### src/hdl/tpcpwm_pkg.sv
// Shared types and constants of the three-phase center-aligned PWM core.
package tpcpwm_pkg;

   localparam int CountWidth   = 16;
   localparam int DeadWidth    = 10;
   localparam int DutyWidth    = 18;
   localparam int DutyFrac     = 16;
   localparam int NumPhases    = 3;
   localparam int NumGates     = 2 * NumPhases;
   localparam int CsrDataWidth = (CountWidth > DeadWidth) ? CountWidth : DeadWidth;
   localparam int CsrIndexWidth = 1;

   localparam logic [CountWidth-1:0]   PeakReset    = CountWidth'(250);
   localparam logic [DeadWidth-1:0]    DeadReset    = DeadWidth'(2);
   localparam logic [CountWidth-1:0]   CompareReset = PeakReset / 2;
   localparam logic [DeadWidth-1:0]    AgeMax       = {DeadWidth{1'b1}};
   localparam logic [DutyFrac:0]       DutyOne      = {1'b1, {DutyFrac{1'b0}}};

   typedef enum logic [1:0] {
      CMD_TICK     = 2'd0,
      CMD_SET_DUTY = 2'd1,
      CMD_DISABLE  = 2'd2,
      CMD_BRAKE    = 2'd3
   } cmd_type;

   typedef enum logic [1:0] {
      FORCE_NONE  = 2'd0,
      FORCE_OFF   = 2'd1,
      FORCE_BRAKE = 2'd2
   } force_type;

   typedef enum logic [CsrIndexWidth-1:0] {
      CSR_HALF_PERIOD = 1'd0,
      CSR_DEAD        = 1'd1
   } csr_index_type;

   // Timer view handed to the phase units: values after this transfer.
   typedef struct packed {
      logic                  tick;
      logic                  at_zero;
      logic                  rising;
      logic [CountWidth-1:0] count;
   } timer_type;

endpackage

### src/hdl/tpcpwm_if.sv
// Valid/ready channel interfaces for the PWM command and gate result streams.
interface tpcpwm_req_if;
   logic                                   valid;
   logic                                   ready;
   logic [1:0]                             command;
   logic signed [tpcpwm_pkg::DutyWidth-1:0] duty_u;
   logic signed [tpcpwm_pkg::DutyWidth-1:0] duty_v;
   logic signed [tpcpwm_pkg::DutyWidth-1:0] duty_w;

   modport source (output valid, command, duty_u, duty_v, duty_w, input ready);
   modport sink   (input valid, command, duty_u, duty_v, duty_w, output ready);
endinterface

interface tpcpwm_rsp_if;
   logic                              valid;
   logic                              ready;
   logic                              gate_uh;
   logic                              gate_ul;
   logic                              gate_vh;
   logic                              gate_vl;
   logic                              gate_wh;
   logic                              gate_wl;
   logic [tpcpwm_pkg::CountWidth-1:0] count_value;
   logic                              counting_up;

   modport source (output valid, gate_uh, gate_ul, gate_vh, gate_vl, gate_wh, gate_wl,
                   count_value, counting_up, input ready);
   modport sink   (input valid, gate_uh, gate_ul, gate_vh, gate_vl, gate_wh, gate_wl,
                   count_value, counting_up, output ready);
endinterface

### src/hdl/tpcpwm_duty_scale.sv
// Clamps a signed Q1.16 duty to 0..1 and scales it by the half period.
module tpcpwm_duty_scale (
   input  logic signed [tpcpwm_pkg::DutyWidth-1:0]  duty,
   input  logic        [tpcpwm_pkg::CountWidth-1:0] peak,
   output logic        [tpcpwm_pkg::CountWidth-1:0] compare
);

   localparam int ProdWidth = tpcpwm_pkg::DutyFrac + 1 + tpcpwm_pkg::CountWidth;

   logic [tpcpwm_pkg::DutyFrac:0]   duty_clamped;
   logic [ProdWidth-1:0]            product;
   logic [tpcpwm_pkg::CountWidth:0] scaled;

   always_comb begin
      if (duty[tpcpwm_pkg::DutyWidth-1]) begin
         duty_clamped = '0;
      end else if (duty[tpcpwm_pkg::DutyWidth-2:0] >
                   (tpcpwm_pkg::DutyWidth-1)'(tpcpwm_pkg::DutyOne)) begin
         duty_clamped = tpcpwm_pkg::DutyOne;
      end else begin
         duty_clamped = duty[tpcpwm_pkg::DutyFrac:0];
      end
      product = ProdWidth'(duty_clamped) * ProdWidth'(peak);
      scaled  = product[ProdWidth-1:tpcpwm_pkg::DutyFrac];
      if (scaled > {1'b0, peak}) begin
         compare = peak;
      end else begin
         compare = scaled[tpcpwm_pkg::CountWidth-1:0];
      end
   end

endmodule

### src/hdl/tpcpwm_timer.sv
// Up-down center-aligned timer counter stepped by tick commands.
module tpcpwm_timer (
   input  logic                              clock,
   input  logic                              reset,
   input  logic                              tick,
   input  logic [tpcpwm_pkg::CountWidth-1:0] peak,
   output tpcpwm_pkg::timer_type             timer
);

   logic [tpcpwm_pkg::CountWidth-1:0] count_ff, count_in, stepped;
   logic                              rising_ff, rising_in, rising_step;

   always_comb begin
      if (rising_ff) begin
         stepped     = (count_ff < peak) ? count_ff + 1'b1 : count_ff;
         rising_step = !(stepped >= peak);
      end else begin
         stepped     = (count_ff != '0) ? count_ff - 1'b1 : count_ff;
         rising_step = (stepped == '0);
      end
      count_in  = tick ? stepped : count_ff;
      rising_in = tick ? rising_step : rising_ff;

      timer.tick    = tick;
      timer.at_zero = (count_in == '0);
      timer.rising  = rising_in;
      timer.count   = count_in;
   end

   always_ff @(posedge clock) begin
      if (reset) begin
         count_ff  <= '0;
         rising_ff <= 1'b1;
      end else begin
         count_ff  <= count_in;
         rising_ff <= rising_in;
      end
   end

endmodule

### src/hdl/tpcpwm_phase.sv
// One phase: shadow and active compare, raw level and dead-time edge age.
module tpcpwm_phase (
   input  logic                                     clock,
   input  logic                                     reset,
   input  tpcpwm_pkg::timer_type                    timer,
   input  logic                                     load_shadow,
   input  logic signed [tpcpwm_pkg::DutyWidth-1:0]  duty,
   input  logic        [tpcpwm_pkg::CountWidth-1:0] peak,
   input  logic        [tpcpwm_pkg::DeadWidth-1:0]  dead,
   output logic                                     raw_next,
   output logic                                     settled_next
);

   logic [tpcpwm_pkg::CountWidth-1:0] shadow_ff, shadow_in, active_ff, active_in;
   logic [tpcpwm_pkg::CountWidth-1:0] scaled;
   logic                              raw_ff, raw_in, level;
   logic [tpcpwm_pkg::DeadWidth-1:0]  age_ff, age_in;

   tpcpwm_duty_scale u_scale (
      .duty    (duty),
      .peak    (peak),
      .compare (scaled)
   );

   always_comb begin
      shadow_in = load_shadow ? scaled : shadow_ff;
      active_in = (timer.tick && timer.at_zero) ? shadow_ff : active_ff;
      level     = (active_in >= peak) || (timer.count < active_in);
      raw_in    = raw_ff;
      age_in    = age_ff;
      if (timer.tick) begin
         raw_in = level;
         if (level != raw_ff) begin
            age_in = '0;
         end else if (age_ff != tpcpwm_pkg::AgeMax) begin
            age_in = age_ff + 1'b1;
         end
      end
      raw_next     = raw_in;
      settled_next = (age_in >= dead);
   end

   always_ff @(posedge clock) begin
      if (reset) begin
         shadow_ff <= tpcpwm_pkg::CompareReset;
         active_ff <= tpcpwm_pkg::CompareReset;
         raw_ff    <= 1'b0;
         age_ff    <= tpcpwm_pkg::AgeMax;
      end else begin
         shadow_ff <= shadow_in;
         active_ff <= active_in;
         raw_ff    <= raw_in;
         age_ff    <= age_in;
      end
   end

endmodule

### src/hdl/three_phase_center_pwm_deadtime_core.sv
// Three-phase center-aligned PWM core with complementary gates and dead time.
// Takes one command transfer every cycle while the result register is empty
// or is being emptied in that same cycle; its result (six gate levels, counter
// value and direction) is registered and offered in the cycle after the
// transfer. The counter step, the compare and the dead-time age check run in
// a single combinational pass. Configuration writes take effect on the next
// transfer.
module three_phase_center_pwm_deadtime_core (
   input  logic                                   clock,
   input  logic                                   reset,
   tpcpwm_req_if.sink                             req_chan,
   tpcpwm_rsp_if.source                           rsp_chan,
   input  logic                                   csr_wen,
   input  logic [tpcpwm_pkg::CsrIndexWidth-1:0]   csr_index,
   input  logic [tpcpwm_pkg::CsrDataWidth-1:0]    csr_wdata
);

   localparam int NumPhases = tpcpwm_pkg::NumPhases;

   logic [tpcpwm_pkg::CountWidth-1:0] peak_ff;
   logic [tpcpwm_pkg::DeadWidth-1:0]  dead_ff;
   tpcpwm_pkg::force_type             force_ff, force_in;
   tpcpwm_pkg::cmd_type               command;
   tpcpwm_pkg::timer_type             timer;
   logic                              accept, tick, set_duty;
   logic                              rsp_valid_ff, rsp_valid_in;
   logic [tpcpwm_pkg::NumGates-1:0]   gates_ff, gates_in;
   logic [tpcpwm_pkg::CountWidth-1:0] count_ff;
   logic                              up_ff;
   logic signed [tpcpwm_pkg::DutyWidth-1:0] duty [NumPhases];
   logic [NumPhases-1:0]              raw_next, settled_next;

   assign command         = tpcpwm_pkg::cmd_type'(req_chan.command);
   assign req_chan.ready  = !rsp_valid_ff || rsp_chan.ready;
   assign accept          = req_chan.valid && req_chan.ready;
   assign tick            = accept && (command == tpcpwm_pkg::CMD_TICK);
   assign set_duty        = accept && (command == tpcpwm_pkg::CMD_SET_DUTY);
   assign duty[0]         = req_chan.duty_u;
   assign duty[1]         = req_chan.duty_v;
   assign duty[2]         = req_chan.duty_w;

   always_ff @(posedge clock) begin
      if (reset) begin
         peak_ff <= tpcpwm_pkg::PeakReset;
         dead_ff <= tpcpwm_pkg::DeadReset;
      end else if (csr_wen) begin
         unique case (tpcpwm_pkg::csr_index_type'(csr_index))
            tpcpwm_pkg::CSR_HALF_PERIOD: begin
               peak_ff <= csr_wdata[tpcpwm_pkg::CountWidth-1:0];
            end
            tpcpwm_pkg::CSR_DEAD: begin
               dead_ff <= csr_wdata[tpcpwm_pkg::DeadWidth-1:0];
            end
            default: begin
            end
         endcase
      end
   end

   tpcpwm_timer u_timer (
      .clock (clock),
      .reset (reset),
      .tick  (tick),
      .peak  (peak_ff),
      .timer (timer)
   );

   for (genvar p = 0; p < NumPhases; p++) begin : g_phase
      tpcpwm_phase u_phase (
         .clock        (clock),
         .reset        (reset),
         .timer        (timer),
         .load_shadow  (set_duty),
         .duty         (duty[p]),
         .peak         (peak_ff),
         .dead         (dead_ff),
         .raw_next     (raw_next[p]),
         .settled_next (settled_next[p])
      );
   end

   always_comb begin
      force_in = force_ff;
      if (accept) begin
         unique case (command)
            tpcpwm_pkg::CMD_TICK:     force_in = force_ff;
            tpcpwm_pkg::CMD_SET_DUTY: force_in = tpcpwm_pkg::FORCE_NONE;
            tpcpwm_pkg::CMD_DISABLE:  force_in = tpcpwm_pkg::FORCE_OFF;
            default:                  force_in = tpcpwm_pkg::FORCE_BRAKE;
         endcase
      end
      // gates_in[2p+1] is the high side, gates_in[2p] the low side
      for (int p = 0; p < NumPhases; p++) begin
         case (force_in)
            tpcpwm_pkg::FORCE_OFF: begin
               gates_in[2*p+1] = 1'b0;
               gates_in[2*p]   = 1'b0;
            end
            tpcpwm_pkg::FORCE_BRAKE: begin
               gates_in[2*p+1] = 1'b0;
               gates_in[2*p]   = 1'b1;
            end
            default: begin
               gates_in[2*p+1] = raw_next[p] && settled_next[p];
               gates_in[2*p]   = !raw_next[p] && settled_next[p];
            end
         endcase
      end
      rsp_valid_in = accept || (rsp_valid_ff && !rsp_chan.ready);
   end

   always_ff @(posedge clock) begin
      if (reset) begin
         force_ff     <= tpcpwm_pkg::FORCE_OFF;
         rsp_valid_ff <= 1'b0;
      end else begin
         force_ff     <= force_in;
         rsp_valid_ff <= rsp_valid_in;
      end
   end

   always_ff @(posedge clock) begin
      if (accept) begin
         gates_ff <= gates_in;
         count_ff <= timer.count;
         up_ff    <= timer.rising;
      end
   end

   assign rsp_chan.valid       = rsp_valid_ff;
   assign rsp_chan.gate_uh     = gates_ff[1];
   assign rsp_chan.gate_ul     = gates_ff[0];
   assign rsp_chan.gate_vh     = gates_ff[3];
   assign rsp_chan.gate_vl     = gates_ff[2];
   assign rsp_chan.gate_wh     = gates_ff[5];
   assign rsp_chan.gate_wl     = gates_ff[4];
   assign rsp_chan.count_value = count_ff;
   assign rsp_chan.counting_up = up_ff;

endmodule

### src/flat_wrapper.sv
// flat-port wrapper written by rule: the top's interface ports become plain ports
module three_phase_center_pwm_deadtime_core_flat 
  (clock, reset, csr_wen, csr_index, csr_wdata, req_chan_valid, req_chan_command, req_chan_duty_u, req_chan_duty_v, req_chan_duty_w, req_chan_ready, rsp_chan_valid, rsp_chan_gate_uh, rsp_chan_gate_ul, rsp_chan_gate_vh, rsp_chan_gate_vl, rsp_chan_gate_wh, rsp_chan_gate_wl, rsp_chan_count_value, rsp_chan_counting_up, rsp_chan_ready);
  tpcpwm_req_if req_chan_i ();
  tpcpwm_rsp_if rsp_chan_i ();
  input  logic clock;
  input  logic reset;
  input  logic csr_wen;
  input  logic [tpcpwm_pkg::CsrIndexWidth-1:0] csr_index;
  input  logic [tpcpwm_pkg::CsrDataWidth-1:0] csr_wdata;
  input wire logic [$bits(req_chan_i.valid)-1:0] req_chan_valid;
  input wire logic [$bits(req_chan_i.command)-1:0] req_chan_command;
  input wire logic [$bits(req_chan_i.duty_u)-1:0] req_chan_duty_u;
  input wire logic [$bits(req_chan_i.duty_v)-1:0] req_chan_duty_v;
  input wire logic [$bits(req_chan_i.duty_w)-1:0] req_chan_duty_w;
  output wire logic [$bits(req_chan_i.ready)-1:0] req_chan_ready;
  output wire logic [$bits(rsp_chan_i.valid)-1:0] rsp_chan_valid;
  output wire logic [$bits(rsp_chan_i.gate_uh)-1:0] rsp_chan_gate_uh;
  output wire logic [$bits(rsp_chan_i.gate_ul)-1:0] rsp_chan_gate_ul;
  output wire logic [$bits(rsp_chan_i.gate_vh)-1:0] rsp_chan_gate_vh;
  output wire logic [$bits(rsp_chan_i.gate_vl)-1:0] rsp_chan_gate_vl;
  output wire logic [$bits(rsp_chan_i.gate_wh)-1:0] rsp_chan_gate_wh;
  output wire logic [$bits(rsp_chan_i.gate_wl)-1:0] rsp_chan_gate_wl;
  output wire logic [$bits(rsp_chan_i.count_value)-1:0] rsp_chan_count_value;
  output wire logic [$bits(rsp_chan_i.counting_up)-1:0] rsp_chan_counting_up;
  input wire logic [$bits(rsp_chan_i.ready)-1:0] rsp_chan_ready;
  assign req_chan_i.valid = req_chan_valid;
  assign req_chan_i.command = req_chan_command;
  assign req_chan_i.duty_u = req_chan_duty_u;
  assign req_chan_i.duty_v = req_chan_duty_v;
  assign req_chan_i.duty_w = req_chan_duty_w;
  assign req_chan_ready = req_chan_i.ready;
  assign rsp_chan_valid = rsp_chan_i.valid;
  assign rsp_chan_gate_uh = rsp_chan_i.gate_uh;
  assign rsp_chan_gate_ul = rsp_chan_i.gate_ul;
  assign rsp_chan_gate_vh = rsp_chan_i.gate_vh;
  assign rsp_chan_gate_vl = rsp_chan_i.gate_vl;
  assign rsp_chan_gate_wh = rsp_chan_i.gate_wh;
  assign rsp_chan_gate_wl = rsp_chan_i.gate_wl;
  assign rsp_chan_count_value = rsp_chan_i.count_value;
  assign rsp_chan_counting_up = rsp_chan_i.counting_up;
  assign rsp_chan_i.ready = rsp_chan_ready;
  three_phase_center_pwm_deadtime_core u_core (.clock(clock), .reset(reset), .req_chan(req_chan_i), .rsp_chan(rsp_chan_i), .csr_wen(csr_wen), .csr_index(csr_index), .csr_wdata(csr_wdata));
endmodule
### config.mk
export PLATFORM = sky130hd
export DESIGN_NAME = three_phase_center_pwm_deadtime_core_flat
export DESIGN_NICKNAME = d
export VERILOG_FILES = /design/src/hdl/tpcpwm_pkg.sv /design/src/hdl/tpcpwm_if.sv /design/src/hdl/tpcpwm_duty_scale.sv /design/src/hdl/tpcpwm_timer.sv /design/src/hdl/tpcpwm_phase.sv /design/src/hdl/three_phase_center_pwm_deadtime_core.sv /design/src/flat_wrapper.sv
export SDC_FILE = /design/constraint.sdc
export NUM_CORES = 2
export LEC_CHECK = 0
export BUFFER_PORTS_ARGS = -buffer_cell sky130_fd_sc_hd__buf_2
export CELL_PAD_IN_SITES_DETAIL_PLACEMENT = 1
export CELL_PAD_IN_SITES_GLOBAL_PLACEMENT = 1
export CORE_MARGIN = 2
export CORE_UTILIZATION = 46
export CTS_CLUSTER_SIZE = 25
export DETAILED_ROUTE_END_ITERATION = 8
export GPL_ROUTABILITY_DRIVEN = 1
export PLACE_DENSITY = 0.82
export SYNTH_ARGS = -nofsm -noshare
export SYNTH_HDL_FRONTEND = slang
export SYNTH_SLANG_ARGS = --single-unit
### constraint.sdc
create_clock -name clock -period 10.3 [get_ports clock]
set_clock_uncertainty 0.05 [all_clocks]
set_input_delay 1.03 -clock clock [delete_from_list [all_inputs] [get_ports clock]]
set_output_delay 1.03 -clock clock [all_outputs]
set_load 0.1 [all_outputs]
== Yosys cells after proc, flatten, opt, wreduce, memory -nomap -nowiden ==
Cells that the tools add are included.

* Flip-flop bits (word level): 198
* Logic and storage cells: 120
* Input port bits: 78

* Reductions and logical operators: 28
* Bitwise logic cells: 1
* Magnitude comparators: 17
* $mul: 3
* Add/subtract/negate cells: 5
* Equal/unequal tests: 10
* Multiplexer cells: 35

{| class="wikitable"
|+ Operators with widths
! cell !! number
|-
| $mux W16 || 10
|-
| $mux W17 || 6
|-
| $mul A17 B16 Y33 || 3
|-
| $mux W10 || 9
|-
| $ge A16 B16 Y1 || 4
|-
| $lt A16 B16 Y1 || 4
|-
| $gt A17 B16 Y1 || 3
|-
| $gt A17 B17 Y1 const B || 3
|-
| $logic_not A16 Y1 || 2
|-
| $add A10 B1 Y10 const B || 3
|-
| $ge A10 B10 Y1 || 3
|-
| $ne A10 B10 Y1 const B || 3
|-
| $add A16 B1 Y16 const B || 1
|-
| $reduce_bool A16 Y1 || 1
|-
| $sub A16 B1 Y16 const B || 1
|-
| $pmux W2 S2 || 3
|-
| $logic_and A1 B1 Y1 || 11
|-
| $logic_not A1 Y1 || 6
|-
| $pmux W2 S3 || 1
|-
| $logic_or A1 B1 Y1 || 5
|-
| $mux W1 || 5
|-
| $eq A2 B1 Y1 const B || 2
|-
| $eq A2 B2 Y1 const B || 2
|-
| $reduce_and A2 Y1 || 2
|-
| 4 further kinds || 6
|}

== Longest topological paths before layout ==
* Word-level depth: 16
* Depth in mapped cells: 44
* Mapped depth without buffers: 40

== Cells and area by module ==
A second synthesis with hierarchy kept.

* Cell total of the unflattened synthesis: 4887
* Area, all modules: 41821.4 um2

{| class="wikitable"
|+ By module, submodules not included
! module !! area an instance (um2) !! seq. area each (um2) !! cells an instance !! times used
|-
| tpcpwm_duty_scale at u_core.g_phase[1].u_phase.u_scale || 9763.1 || 0.0 || 1157 || 1
|-
| tpcpwm_duty_scale at u_core.g_phase[2].u_phase.u_scale || 9639.2 || 0.0 || 1127 || 1
|-
| tpcpwm_duty_scale at u_core.g_phase[0].u_phase.u_scale || 9562.9 || 0.0 || 1117 || 1
|-
| tpcpwm_phase || 2745.1 || 860.8 || 312 || 3
|-
| tpcpwm_timer || 2691.3 || 340.3 || 371 || 1
|-
| three_phase_center_pwm_deadtime_core || 1929.4 || 1271.2 || 179 || 1
|}

== Worst setup path before layout ==
OpenSTA, ideal clock, no wires.

* Path type: input-to-reg
* Start point: in req_chan_duty_w[8]
* End point: reg u_core.g_phase[2].u_phase.shadow_ff[10] (netlist bit)
* Required time: 10.118 ns
* Cell stages on the path: 38
* Setup time: 0.132 ns
* Arrival: 10.570 ns
* Slack: -0.452 ns
* Path through: or4_1 -> o41ai_1 -> clkbuf_1 -> and3_1 -> clkbuf_1 -> clkbuf_1 -> nand2_1 -> fa_1 -> fa_1 -> fa_1 -> inv_1 -> fa_1 -> fa_1 -> inv_1 -> fa_1 -> inv_1 -> ha_1 -> a21o_1 -> [... 2 more ...] -> or4_1 -> o21ai_0 -> o21ai_1 -> or2_2 -> clkbuf_1 -> a41oi_1 -> nand2b_1 -> a21oi_1 -> xnor2_1 -> ha_1 -> nand4_1 -> or4_1 -> o21ai_0 -> a31oi_1 -> nor2_1 -> buf_2 -> mux2i_1 -> a21oi_1

* Longest elaborated chain between the ends: 6

{| class="wikitable"
|+ RTL lines
! element !! line !! RTL
|-
| start: declaration || flat_wrapper.sv:15 || <nowiki>input wire logic [$bits(req_chan_i.duty_w)-1:0] req_chan_duty_w;</nowiki>
|-
| $gt A17 B17 Y1 || tpcpwm_duty_scale.sv:17 || <nowiki>end else if (duty[tpcpwm_pkg::DutyWidth-2:0] ></nowiki>
|-
| $mux W17 * || tpcpwm_duty_scale.sv:17 ||
|-
| $mux W17 * || tpcpwm_duty_scale.sv:15 || <nowiki>if (duty[tpcpwm_pkg::DutyWidth-1]) begin</nowiki>
|-
| $mul A17 B16 Y33 * || tpcpwm_duty_scale.sv:23 || <nowiki>product = ProdWidth'(duty_clamped) * ProdWidth'(peak);</nowiki>
|-
| $gt A17 B16 Y1 || tpcpwm_duty_scale.sv:25 || <nowiki>if (scaled > {1'b0, peak}) begin</nowiki>
|-
| $mux W16 * || tpcpwm_duty_scale.sv:25 ||
|-
| end signal: assignment || tpcpwm_phase.sv:45 || <nowiki>shadow_ff <= tpcpwm_pkg::CompareReset;</nowiki>
|-
| end signal: assignment || tpcpwm_phase.sv:50 || <nowiki>shadow_ff <= shadow_in;</nowiki>
|-
| end: declaration || tpcpwm_phase.sv:14 || <nowiki>logic [tpcpwm_pkg::CountWidth-1:0] shadow_ff, shadow_in, active_ff, active_in;</nowiki>
|}

Every way passes the cells marked *; elsewhere a longest branch is shown, timed or not.
A chain may end at the register's enable or synchronous reset.

== Final worst setup path ==
* Start point: in req_chan_duty_w[8]
* End point: reg u_core.g_phase[2].u_phase.shadow_ff[6] (netlist bit)

The elaborated chain is that of the path after synthesis.

==> impl_metrics.json <==
{
  "utilization": 0.5112,
  "grt.busiest_layer": "met2",
  "synth_seq_cells": 198,
  "cp.depth": 37,
  "cts_tree": "done",
  "synth_cells": 4684,
  "critPathMostFrequentCell": "fa_1",
  "cts.clk_slew.worst_paths_ns": 0.08,
  "reg2reg_from": "u_core.u_timer.count_ff[3]",
  "cts_sinks": 198,
  "gr-usage-all-layers": 0.3008,
  "worst_ir_drop_vdd_mv": 0.1443,
  "finalMaxSlewViolations": 0,
  "fmax_ghz": 0.09807,
  "layoutNonFillerInstCount": 6005,
  "io_pins": 103,
  "reg2regPathDepth": 43,
  "period_share": 0.9900,
  "post-dp-hpwl_mm": 103.7,
  "maxCapViolCount": 0,
  "start_util": 0.4633,
  "core_area_sq_um": 86480,
  "holdCritPathClass": "reg -> reg",
  "gr-total-overflow": 0,
  "cts_buffers": 17,
  "critPathTopFamily": "adder cells",
  "grt_max_degree": 102,
  "yosys.area.top_type": "fa_1",
  "drc": 0,
  "met1_usage": 0.3765,
  "yosysUniqueCellTypes": 92,
  "placedInstanceArea_sq_um": 43210,
  "slew_headroom": 0.1410,
  "via_per_inst": 5.769,
  "cp-end-kind": "flop",
  "r2r_slack_ns": 0.46,
  "tightest_slew_ns": 1.279,
  "hold_depth": 2,
  "cts_root_buf": "clkbuf_16",
  "synth.area.top_cells": "fa_1 (31%), ha_1 (16%), dfxtp_1 (8.7%)",
  "cp.required_ns": 10.55,
  "htree_levels": 4,
  "numPortBuffers": 102,
  "reg2reg_to": "u_core.gates_ff[4]",
  "place.gp.congestion": 0.8933,
  "ys_seq_area_frac": 0.1047,
  "critPathCapture": "u_core.g_phase[2].u_phase.shadow_ff[6]",
  "drtAntennaViolNets": 0,
  "grtUsageMet3": 0.03523,
  "final_area_sq_um": 44210,
  "slowest_stage": "or4_4",
  "timing_worst_setup_path_type": "in -> reg",
  "placed_cells": 5954,
  "drtPass1Iterations": 7,
  "die-area_sq_um": 89480,
  "postCtsHoldBufs": 0,
  "fin_crit_ns": 10.20,
  "drtIter0Drc": 2277,
  "drive_gt1_frac": 0.1132,
  "nets": 6050,
  "synth_ff_type": "dfxtp_1",
  "cpPeakStageDelay_ns": 0.55,
  "antenna_found_initial": 7,
  "dieHeight_um": 299.1,
  "cp-start-kind": "primary input",
  "insertion_delay_ns": 0.48,
  "worstSetupStartpoint": "req_chan_duty_w[8]",
  "p_per_area_nw_per_um2": 86.44,
  "yosysWarningCount": 0,
  "netlist_area_sq_um": 40070,
  "clk_path_buf_depth": 2,
  "hold_viol": 0,
  "syn_nets": 5899,
  "arrival_ns": 10.44,
  "fp.dieW_um": 299.1,
  "grt_pass1_wl_mm": 211.9,
  "synth_area_per_cell_sq_um": 8.554,
  "wl_per_cell_um": 22.41,
  "area_growth_pct": 10.33,
  "crit_buf_inv": 7,
  "synthArstFlopShare": 0,
  "wirelength_mm": 134.6,
  "setup_violations": 0,
  "synth_enable_flop_cells": 23,
  "grt_pass1_vias": 38787,
  "met2_usage": 0.5308,
  "rows": 108,
  "outcome": "completed",
  "critPathMaxFanout": 6,
  "leakagePower_nw": 23.31,
  "yosysTopAreaCellShare": 0.3103,
  "via_count": 34641
}
-- synthesized netlist by cell type (69+ instances only) --
cell and n:
inv_1 821, fa_1 621, nand2_1 593, ha_1 516
clkbuf_1 254, and3_1 241, and2_1 187, a21oi_1 185
dfxtp_1 175, nor2_1 174, o21ai_0 111, mux2i_1 74
a21o_1 69, xnor2_1 69
-- worst min-delay path, cell delays in order (launching register included) --
cell     delay [ns]
dfxtp_1        0.32
nand2_1        0.05
a21oi_1        0.05
-- power breakdown --
| part | total (W) | internal (W) | switching (W) |
|---|---|---|---|
| clock | 0.000701 | 0.000356 | 0.000345 |
| combinational | 0.00226 | 0.000928 | 0.00133 |
| sequential | 0.000863 | 0.000825 | 0.0000383 |
| total | 0.00382 | 0.00211 | 0.00171 |
-- cells in the final DEF, fill, tap and decap left out, types with 10 or more instances in the layout --
master       n
inv_1      817
fa_1       617
nand2_1    590
ha_1       515
buf_4      289
and3_1     229
and2_1     182
a21oi_1    180
nor2_1     172
dfxtp_1    159
o21ai_0    107
buf_2      102
mux2i_1     71
a21o_1      69
xnor2_1     68
nor3_1      53
nand4_1     45
nand3_1     38
nor2b_1     37
nand2b_1    37
o21a_1      35
xor2_1      29
a31oi_1     25
nor4_1      24
edfxtp_1    23
a211oi_1    20
clkbuf_16   20
dfxtp_2     16
o211ai_1    15
o31ai_1     11
a22oi_1     11
or2_2       10
and3_4      10
-- cell families after synthesis --
kind of cell	Yosys count	share of synthesized area
compound gates	577	0.09203
mux	85	0.02195
fa+ha+maj	1137	0.4714
xor+xnor	98	0.02142
flops	198	0.1047
simple gates	1495	0.1855
buf+inv	1094	0.1030
-- how the worst min path moves through the flow --
stage,end,slack [ns],startpoint
after floorplan,u_core.force_ff[0],0.39,u_core.force_ff[0]
after CTS,u_core.dead_ff[4],0.42,u_core.dead_ff[4]
final,u_core.dead_ff[4],0.42,u_core.dead_ff[4]
after global routing,u_core.dead_ff[3],0.45,u_core.dead_ff[3]
after global placement,u_core.dead_ff[2],0.39,u_core.dead_ff[2]
after detailed placement,u_core.dead_ff[6],0.41,u_core.dead_ff[6]
-- metal layers --
metal | part of all wire | vias to the layer above | wire, um
met3 | 0.056 | 344 | 7533
met1 | 0.40 | 17813 | 54230
met5 | 0.00048 | - | 65
li1 | - | 15320 | -
met2 | 0.50 | 1156 | 67150
met4 | 0.042 | 8 | 5611
-- repair_timing --
action	4_1_cts	5_1_grt
hold endpoints to repair	0	0
setup endpoints to repair	10	40
pin swaps	0	31
gates cloned	0	6
buffers inserted	0	11
gates resized for setup	1	71
-- through the flow --
step                      worst slack (ns)  hold slack [ns]  total power [W]  TNS (ns)
after floorplan                    0.01179           0.3854         0.002301         0
after global placement             -0.1184           0.3946         0.002917    -1.251
after detailed placement           -0.5079           0.4083         0.003044    -7.405
after CTS                          0.03880           0.4217         0.003761         0
after global routing               -0.2114           0.4533         0.004110    -2.682
final                               0.1027           0.4196         0.003821         0
-- registers in the layout (all words and copies together), names as in the netlist --
signal	flops
u_core.g_phase.u_phase.active_ff	48
u_core.g_phase.u_phase.shadow_ff	48
u_core.g_phase.u_phase.age_ff	30
u_core.peak_ff	16
u_core.rsp_chan.count_value	16
u_core.u_timer.count_ff	16
u_core.dead_ff	10
u_core.gates_ff	6
u_core.g_phase.u_phase.raw_ff	3
u_core.force_ff	2
u_core.rsp_chan.counting_up	1
u_core.rsp_chan.valid	1
u_core.u_timer.rising_ff	1
-- area by class of cell --
| type | count | area, sq um |
|---|---|---|
| tap | 1155 | 1445 |
| multi-input combinational | 3395 | 32020 |
| timing repair buffer | 401 | 2841 |
| antenna | 2 | 5.005 |
| fill | 10241 | 42270 |
| clock inverter | 13 | 138.9 |
| sequential | 198 | 4214 |
| inverter | 822 | 3085 |
| clock buffer | 19 | 454.2 |
Note: power is estimated with default switching activity, not from simulation.
